[src/hw/rtl/swa_pkg.sv]
// Shared constants and types for the sliding window average block.
`timescale 1ns / 1ps

package swa_pkg;

   // Sizing of the sample history and the arithmetic
   localparam int MAX_WINDOW    = 64;
   localparam int SAMPLE_BITS   = 16;
   localparam int FRACTION_BITS = 8;
   localparam int SLOT_BITS     = $clog2(MAX_WINDOW);
   localparam int COUNT_BITS    = $clog2(MAX_WINDOW + 1);
   localparam int CFG_BITS      = 7;
   localparam int SUM_BITS      = SAMPLE_BITS + SLOT_BITS + 1;
   localparam int DIVIDEND_BITS = SUM_BITS + FRACTION_BITS;
   localparam int STEP_BITS     = $clog2(DIVIDEND_BITS);
   localparam int AVG_BITS      = 24;

   // Stream word widths, padded to whole bytes
   localparam int REQ_TDATA_BITS = ((SAMPLE_BITS + 7) / 8) * 8;
   localparam int RSP_FIELD_BITS = AVG_BITS + COUNT_BITS;
   localparam int RSP_TDATA_BITS = ((RSP_FIELD_BITS + 7) / 8) * 8;

   // Status reported by the serial divider
   typedef struct packed {
      logic busy;
      logic done;
   } swa_div_status_type;

endpackage

[src/hw/rtl/swa_ram.sv]
// Generic single-port-write, single-port-read RAM with registered read data.
`timescale 1ns / 1ps

module swa_ram #(
   parameter int WIDTH = 16,
   parameter int DEPTH = 64
) (
   input  logic                     clock,
   input  logic                     wr_en,
   input  logic [$clog2(DEPTH)-1:0] wr_addr,
   input  logic [WIDTH-1:0]         wr_data,
   input  logic                     rd_en,
   input  logic [$clog2(DEPTH)-1:0] rd_addr,
   output logic [WIDTH-1:0]         rd_data
);

   logic [WIDTH-1:0] mem_ff [DEPTH];
   logic [WIDTH-1:0] rd_data_ff;

   // Write port
   always_ff @(posedge clock) begin
      if (wr_en) begin
         mem_ff[wr_addr] <= wr_data;
      end
   end

   // Registered read port
   always_ff @(posedge clock) begin
      if (rd_en) begin
         rd_data_ff <= mem_ff[rd_addr];
      end
   end

   assign rd_data = rd_data_ff;

endmodule

[src/hw/rtl/swa_divider.sv]
// Restoring divider that retires one quotient bit per cycle.
`timescale 1ns / 1ps

module swa_divider (
   input  logic                                clock,
   input  logic                                reset,
   input  logic                                start,
   input  logic [swa_pkg::DIVIDEND_BITS-1:0]   dividend,
   input  logic [swa_pkg::COUNT_BITS-1:0]      divisor,
   output logic [swa_pkg::DIVIDEND_BITS-1:0]   quotient,
   output swa_pkg::swa_div_status_type         status
);

   localparam int TRIAL_BITS = swa_pkg::COUNT_BITS + 2;

   logic [swa_pkg::DIVIDEND_BITS-1:0] acc_ff, acc_in;
   logic [swa_pkg::COUNT_BITS-1:0]    rem_ff, rem_in;
   logic [swa_pkg::COUNT_BITS-1:0]    divisor_ff, divisor_in;
   logic [swa_pkg::STEP_BITS-1:0]     step_ff, step_in;
   logic                              busy_ff, busy_in;
   logic                              done_ff, done_in;
   logic [TRIAL_BITS-1:0]             trial;
   logic                              fits;

   // Shift the next dividend bit into the remainder and try the subtract
   assign trial = {1'b0, rem_ff, acc_ff[swa_pkg::DIVIDEND_BITS-1]}
                - {2'b00, divisor_ff};
   assign fits  = ~trial[TRIAL_BITS-1];

   always_comb begin
      acc_in     = acc_ff;
      rem_in     = rem_ff;
      divisor_in = divisor_ff;
      step_in    = step_ff;
      busy_in    = busy_ff;
      done_in    = 1'b0;
      if (start) begin
         // Load operands and begin with the top dividend bit
         acc_in     = dividend;
         rem_in     = '0;
         divisor_in = divisor;
         step_in    = swa_pkg::STEP_BITS'(swa_pkg::DIVIDEND_BITS - 1);
         busy_in    = 1'b1;
      end else if (busy_ff) begin
         // Advance one quotient bit; the quotient fills the freed low bits
         acc_in = {acc_ff[swa_pkg::DIVIDEND_BITS-2:0], fits};
         rem_in = fits ? trial[swa_pkg::COUNT_BITS-1:0]
                       : {rem_ff[swa_pkg::COUNT_BITS-2:0], acc_ff[swa_pkg::DIVIDEND_BITS-1]};
         if (step_ff == '0) begin
            busy_in = 1'b0;
            done_in = 1'b1;
         end else begin
            step_in = step_ff - 1'b1;
         end
      end
   end

   always_ff @(posedge clock) begin
      acc_ff     <= acc_in;
      rem_ff     <= rem_in;
      divisor_ff <= divisor_in;
      step_ff    <= step_in;
      if (reset) begin
         busy_ff <= 1'b0;
         done_ff <= 1'b0;
      end else begin
         busy_ff <= busy_in;
         done_ff <= done_in;
      end
   end

   assign quotient    = acc_ff;
   assign status.busy = busy_ff;
   assign status.done = done_ff;

endmodule

[src/hw/rtl/sliding_window_average_core.sv]
// Top level of the sliding window average: history, running sum and result stage.
// Path from an accepted req word to rsp_tvalid: history read, sum update,
//    divider load, 31 divider steps, result load (held while the output is full).
// A new req word is taken only back in idle, once the one-bit-per-cycle divider
//    has worked through the 31-bit scaled sum and the result is loaded.
// Reset: window size 64, empty history; the history RAM is not swept, the fill
//    count marks which slots hold samples, so no word is refused after reset.
`timescale 1ns / 1ps

module sliding_window_average_core (
   input  logic                                 clock,
   input  logic                                 reset,
   // Sample stream; tdata: sample[15:0]
   input  logic                                 req_tvalid,
   output logic                                 req_tready,
   input  logic [swa_pkg::REQ_TDATA_BITS-1:0]   req_tdata,
   // Result stream; tdata: average[23:0], samples_in_window[30:24], zero pad
   output logic                                 rsp_tvalid,
   input  logic                                 rsp_tready,
   output logic [swa_pkg::RSP_TDATA_BITS-1:0]   rsp_tdata,
   // Window size register write
   input  logic                                 csr_valid,
   output logic                                 csr_ready,
   input  logic [swa_pkg::CFG_BITS-1:0]         csr_data
);

   localparam logic [2:0] ST_IDLE   = 3'd0;
   localparam logic [2:0] ST_UPDATE = 3'd1;
   localparam logic [2:0] ST_START  = 3'd2;
   localparam logic [2:0] ST_DIV    = 3'd3;
   localparam logic [2:0] ST_WAIT   = 3'd4;

   logic [2:0]                          state_ff, state_in;
   logic [swa_pkg::COUNT_BITS-1:0]      win_ff, win_in;
   logic [swa_pkg::SLOT_BITS-1:0]       slot_ff, slot_in;
   logic [swa_pkg::COUNT_BITS-1:0]      fill_ff, fill_in;
   logic signed [swa_pkg::SUM_BITS-1:0] sum_ff, sum_in;
   logic [swa_pkg::SAMPLE_BITS-1:0]     sample_ff, sample_in;
   logic                                neg_ff, neg_in;
   logic                                rsp_valid_ff, rsp_valid_in;
   logic [swa_pkg::AVG_BITS-1:0]        avg_ff, avg_in;
   logic [swa_pkg::COUNT_BITS-1:0]      count_ff, count_in;

   logic                                req_fire;
   logic                                csr_fire;
   logic                                ram_wr_en;
   logic [swa_pkg::SAMPLE_BITS-1:0]     ram_rd_data;
   logic [swa_pkg::SAMPLE_BITS-1:0]     oldest;
   logic [swa_pkg::COUNT_BITS-1:0]      slot_inc;
   logic [swa_pkg::SUM_BITS-1:0]        magnitude;
   logic [swa_pkg::DIVIDEND_BITS-1:0]   dividend;
   logic [swa_pkg::DIVIDEND_BITS-1:0]   quotient;
   logic [swa_pkg::AVG_BITS-1:0]        quot_low;
   logic                                div_start;
   swa_pkg::swa_div_status_type         div_status;

   // Take words only when idle; a pending window write goes first
   assign req_tready = (state_ff == ST_IDLE) & ~csr_valid;
   assign csr_ready  = (state_ff == ST_IDLE);
   assign req_fire   = req_tvalid & req_tready;
   assign csr_fire   = csr_valid & csr_ready;

   // Sample history; read the oldest slot on accept, overwrite it in the following cycle
   assign ram_wr_en = (state_ff == ST_UPDATE);

   swa_ram #(
      .WIDTH (swa_pkg::SAMPLE_BITS),
      .DEPTH (swa_pkg::MAX_WINDOW)
   ) u_history (
      .clock   (clock),
      .wr_en   (ram_wr_en),
      .wr_addr (slot_ff),
      .wr_data (sample_ff),
      .rd_en   (req_fire),
      .rd_addr (slot_ff),
      .rd_data (ram_rd_data)
   );

   // A slot holds a sample only once the window has filled since the last clear
   assign oldest   = (fill_ff == win_ff) ? ram_rd_data : '0;
   assign slot_inc = swa_pkg::COUNT_BITS'(slot_ff) + 1'b1;

   // Scaled magnitude of the running sum for the divider
   assign magnitude = sum_ff[swa_pkg::SUM_BITS-1] ? swa_pkg::SUM_BITS'(-sum_ff)
                                                  : swa_pkg::SUM_BITS'(sum_ff);
   assign dividend  = {magnitude, {swa_pkg::FRACTION_BITS{1'b0}}};
   assign div_start = (state_ff == ST_START);

   swa_divider u_divider (
      .clock    (clock),
      .reset    (reset),
      .start    (div_start),
      .dividend (dividend),
      .divisor  (fill_ff),
      .quotient (quotient),
      .status   (div_status)
   );

   assign quot_low = quotient[swa_pkg::AVG_BITS-1:0];

   always_comb begin
      state_in     = state_ff;
      win_in       = win_ff;
      slot_in      = slot_ff;
      fill_in      = fill_ff;
      sum_in       = sum_ff;
      sample_in    = sample_ff;
      neg_in       = neg_ff;
      rsp_valid_in = rsp_valid_ff;
      avg_in       = avg_ff;
      count_in     = count_ff;

      // Drop the result word once taken
      if (rsp_valid_ff && rsp_tready) begin
         rsp_valid_in = 1'b0;
      end

      case (state_ff)
         ST_IDLE: begin
            if (csr_fire) begin
               // Clamp the window size and clear the history
               if (csr_data == '0) begin
                  win_in = swa_pkg::COUNT_BITS'(1);
               end else if (32'(csr_data) > 32'(swa_pkg::MAX_WINDOW)) begin
                  win_in = swa_pkg::COUNT_BITS'(swa_pkg::MAX_WINDOW);
               end else begin
                  win_in = swa_pkg::COUNT_BITS'(csr_data);
               end
               slot_in = '0;
               fill_in = '0;
               sum_in  = '0;
            end else if (req_fire) begin
               sample_in = req_tdata[swa_pkg::SAMPLE_BITS-1:0];
               state_in  = ST_UPDATE;
            end
         end
         ST_UPDATE: begin
            // Replace the oldest sample in the running sum and advance the slot
            sum_in = sum_ff
                   - swa_pkg::SUM_BITS'($signed(oldest))
                   + swa_pkg::SUM_BITS'($signed(sample_ff));
            slot_in = (slot_inc >= win_ff) ? '0 : slot_inc[swa_pkg::SLOT_BITS-1:0];
            if (fill_ff < win_ff) begin
               fill_in = fill_ff + 1'b1;
            end
            state_in = ST_START;
         end
         ST_START: begin
            neg_in   = sum_ff[swa_pkg::SUM_BITS-1];
            state_in = ST_DIV;
         end
         ST_DIV: begin
            if (div_status.done) begin
               state_in = ST_WAIT;
            end
         end
         ST_WAIT: begin
            // Load the result word when the output stage is free
            if (!rsp_valid_ff || rsp_tready) begin
               avg_in       = neg_ff ? swa_pkg::AVG_BITS'(-quot_low) : quot_low;
               count_in     = fill_ff;
               rsp_valid_in = 1'b1;
               state_in     = ST_IDLE;
            end
         end
         default: begin
            state_in = ST_IDLE;
         end
      endcase
   end

   always_ff @(posedge clock) begin
      sample_ff <= sample_in;
      neg_ff    <= neg_in;
      avg_ff    <= avg_in;
      count_ff  <= count_in;
      if (reset) begin
         state_ff     <= ST_IDLE;
         win_ff       <= swa_pkg::COUNT_BITS'(swa_pkg::MAX_WINDOW);
         slot_ff      <= '0;
         fill_ff      <= '0;
         sum_ff       <= '0;
         rsp_valid_ff <= 1'b0;
      end else begin
         state_ff     <= state_in;
         win_ff       <= win_in;
         slot_ff      <= slot_in;
         fill_ff      <= fill_in;
         sum_ff       <= sum_in;
         rsp_valid_ff <= rsp_valid_in;
      end
   end

   assign rsp_tvalid = rsp_valid_ff;
   assign rsp_tdata  = {{(swa_pkg::RSP_TDATA_BITS - swa_pkg::RSP_FIELD_BITS){1'b0}},
                        count_ff, avg_ff};

   // Fill count never passes the window
   a_fill_in_window: assert property (@(posedge clock) disable iff (reset)
      fill_ff <= win_ff)
      else $error("fill count above window size");

   // Write slot stays inside the window
   a_slot_in_window: assert property (@(posedge clock) disable iff (reset)
      32'(slot_ff) < 32'(win_ff))
      else $error("write slot outside window");

   // Divider finishes only while the sequencer waits on it
   a_div_done_state: assert property (@(posedge clock) disable iff (reset)
      div_status.done |-> (state_ff == ST_DIV))
      else $error("divider done outside divide state");

   // A window write leaves an empty history
   a_cfg_clears: assert property (@(posedge clock) disable iff (reset)
      (csr_fire && state_ff == ST_IDLE) |=> (fill_ff == '0 && sum_ff == '0 && slot_ff == '0))
      else $error("history not cleared after window write");

endmodule

[config.mk]
export PLATFORM = sky130hd
export DESIGN_NAME = sliding_window_average_core
export DESIGN_NICKNAME = d
export VERILOG_FILES = /design/src/hw/rtl/swa_pkg.sv /design/src/hw/rtl/swa_ram.sv /design/src/hw/rtl/swa_divider.sv /design/src/hw/rtl/sliding_window_average_core.sv
export SDC_FILE = /design/constraint.sdc
export NUM_CORES = 1
export LEC_CHECK = 0
export ABC_CLOCK_PERIOD_IN_PS = 4850
export BUFFER_PORTS_ARGS = -buffer_cell sky130_fd_sc_hd__buf_2
export CORE_MARGIN = 4
export CORE_UTILIZATION = 60
export DETAILED_ROUTE_END_ITERATION = 10
export MAX_ROUTING_LAYER = met4
export PLACE_DENSITY = 0.77
export REMOVE_ABC_BUFFERS = 1
export SLEW_MARGIN = 25
export SYNTH_ARGS = -nofsm -noshare
export SYNTH_HDL_FRONTEND = slang
export SYNTH_SLANG_ARGS = --single-unit
[constraint.sdc]
create_clock -name clock -period 4.85 [get_ports clock]
set_input_delay 0.97 -clock clock [delete_from_list [all_inputs] [get_ports clock]]
set_output_delay 0.97 -clock clock [all_outputs]
set_load 0.1 [all_outputs]
==> reports/qor.txt <==
Post-Layout Inst Area - 54600 um^2
Die area - 86300 um^2
Final WL - 134000 um
Grt total ovfl - 0
Cts hold-fix bufs - 0
P_leak - 0.0181 uW
IO Count - 63
Setup repair bufs after CTS - 0
CP Capture Type - flop
Vias in the first global route - 29.6k
Starting Density - 0.607
Worst-path maximum fanout - 16
Top cells by area, synth - edfxtp_1 68%, mux4_2 3.4%, a221oi_1 3.0%
Wire length on met2 - 62700 um
Final ANT Viol Nets - 0
Hold depth - 1
Unique masters post-synth - 79
Register area - 35000 um^2
WP data required - 5410 ps
Latest clock arrival within the worst-skew pair - 700 ps
Synthesized area - 49000 um^2
Hold path startpoint - req_tdata[1]
Unrepaired setup endpoints after global routing - no
Met1 WL - 47100 um
Final Hold Fails - 0
Area Growth Syn to Fin - 11.5%
Fillers - 5191
Count of final max-slew check failures - 0
Most frequent cell after synthesis - edfxtp_1
DRC violations left - 0
Layout Cells excl Fill - 4382
Crit path DAT - 4900 ps
Nets@finish - 3325
Worst r2r path cells - 18
Worst R2R Start - win_ff[5]
Flops & latches, synth - 1187
Sequential share of the synthesized area - 0.713
Min Hold Slack - 452 ps
Worst setup SP type - flop
Met3 Wirelength - 16600 um
Maxcap violations - 0
Top layer in use - met4
Peak Freq - 230 MHz
Commonest cells in the netlist - 1118 x edfxtp_1, 196 x nor2_1, 168 x a221oi_1, 119 x o21ai_0, 118 x a21oi_1
H-tree depth - 3
Setup-failing EPs final - 0
Largest net degree at the start of global routing - 66
Top-area cell type share of the netlist area - 0.685
CTS tree - built
Clock sinks - 1187
Drt initial violations - 4864
Vias per cell - 6.84
Skew final - 36.2 ps
Die span in x - 294 um
CTS root buffer - clkbuf_16
FP Rows - 104
Power Dens Cells - 413 nW/um^2
CTS resizes - 0
Cell Area, Placed - 51000 um^2
Area of the multi-input gates - 12700 um^2
Synth warn - 0
Hold EP - sample_ff[1]
Avg WL per Cell - 30.7 um
GRT Total Usage - 0.321
First-pass GRT wire length - 198000 um
CTS buffer count - 112
Synth area leader - edfxtp_1
I/O Buffers - 61
Flop2flop setup slack - 510 ps
Asr flop ratio synth - 0
Bufs on Longest Clock Path - 3
Avg Cell Area, Syn - 15.9 um^2
Setup CP Type - flop to flop
Number of flops mapped to enable cells by yosys - 1118
Initial antenna violation count - 5
Measured slew at the worst slew-check pin - 1060 ps
Peak supply drop - 484 uV
Share of cells above drive strength 1 - 0.179
Slew headroom - 0.291
First-pass DRT Iterations - 8
Hold WC Path Type - primary input to flop
DR vias - 30.0k
Clk pin slew, worst setup/hold paths - 60 ps
Top FF cell, synth - edfxtp_1
Placed insts - 4171
Die Ht - 294 um
Routability cong. - 0.969
Mapped Cells - 3075
Hpwl dp - 81100 um
Tcrit/Tclk final - 0.896
Total core area - 80800 um^2
R2r endpoint - sum_ff[22]
Status - completed
Final Critical Period - 4340 ps
-- report_power, final --
part | switching, uW | internal, uW | total, uW
logic | 1540 | 843 | 2390
registers | 150 | 11400 | 11500
clock network | 3700 | 4980 | 8680
-- registers in the layout (all words and copies together), names as in the netlist, 3 cells and up --
signal / flops
count_ff: 7
u_history.rd_data: 16
state_ff: 3
u_divider.divisor_ff: 7
slot_ff: 6
sample_ff: 16
avg_ff: 24
u_divider.rem_ff: 7
u_history.mem_ff: 1024
sum_ff: 23
fill_ff: 7
win_ff: 7
u_divider.quotient: 31
u_divider.step_ff: 5
-- cell type report --
type,count,area share
Antenna cell,5,0.000229
Sequential cell,1187,0.640
Clock buffer,152,0.0551
Clock inverter,54,0.0114
Multi-Input combinational cell,1590,0.232
Inverter,116,0.00799
Timing Repair Buffer,218,0.0291
Tap cell,1060,0.0243
-- layout by cell type, fill, tap and decap left out, types with 23 or more instances in the layout --
cell type,Yosys,final
mux4_2,75,75
nand2_1,114,114
and2_1,25,24
o21ai_0,119,119
ha_1,49,49
nand3_1,52,52
clkbuf_1,61,34
xnor2_1,59,59
buf_4,22,149
o22ai_1,59,59
a221oi_1,168,168
mux2_2,92,92
inv_1,115,113
clkbuf_16,0,112
nor2_1,196,194
a21oi_1,118,118
buf_2,61,61
edfxtp_1,1118,1118
a22oi_1,44,44
dfxtp_1,69,66
fa_1,23,23
mux2i_1,111,111
-- metal layers --
metal | global-route usage | up-vias
li1 | - | 12405
met1 | 0.414 | 14854
met2 | 0.487 | 2230
met3 | 0.0765 | 465
met4 | 0.158 | 0
met5 | - | -
-- worst max-delay path, stage by stage, from the launching register on --
cell and delay [ps]:
dfxtp_1 330, inv_1 70, ha_1 310, nand3_1 170, nor2_1 180, buf_4 240, and2_1 160, ha_1 220
inv_1 50, ha_1 160, inv_1 70, fa_1 450, nor2b_1 210, o211ai_1 120, and3b_1 210, o21ai_0 650
a311oi_1 250, xnor2_1 170, a22o_1 200
-- stage by stage --
step	TNS, ps	total power [uW]	utilization	setup slack (ps)
final	0	22600	0.676	506
after global routing	0	23300	0.676	52.6
after CTS	0	22600	0.676	535
after detailed placement	0	14100	0.631	580
after global placement	0	14000	0.631	606
after floorplan	-3494760	13300	-	-4920
-- logic make-up (layout without fill, tap and decap cells) --
family / count (synthesis) / after routing / synth area share
buffers and inverters: 298 / 540 / 0.0299
xor gates and xnor gates: 73 / 73 / 0.0130
AOI/OAI and AO/OA: 649 / 649 / 0.0932
and+or+nand+nor: 511 / 511 / 0.0490
adders and majority gates: 72 / 72 / 0.0219
other: 1 / 6 / 0.0000765
muxes: 284 / 284 / 0.0799
DFF: 1187 / 1187 / 0.713
-- how the worst max path moves through the flow --
stage                          start  cells past startpoint                     to
after floorplan           slot_ff[1]                      6  u_history.rd_data[11]
after global placement     win_ff[5]                     18             sum_ff[22]
after detailed placement   win_ff[5]                     18             sum_ff[22]
after CTS                  win_ff[5]                     18             sum_ff[22]
after global routing      fill_ff[0]                     18             sum_ff[22]
final                      win_ff[5]                     18             sum_ff[22]
Power figures use the tool's default switching activity.
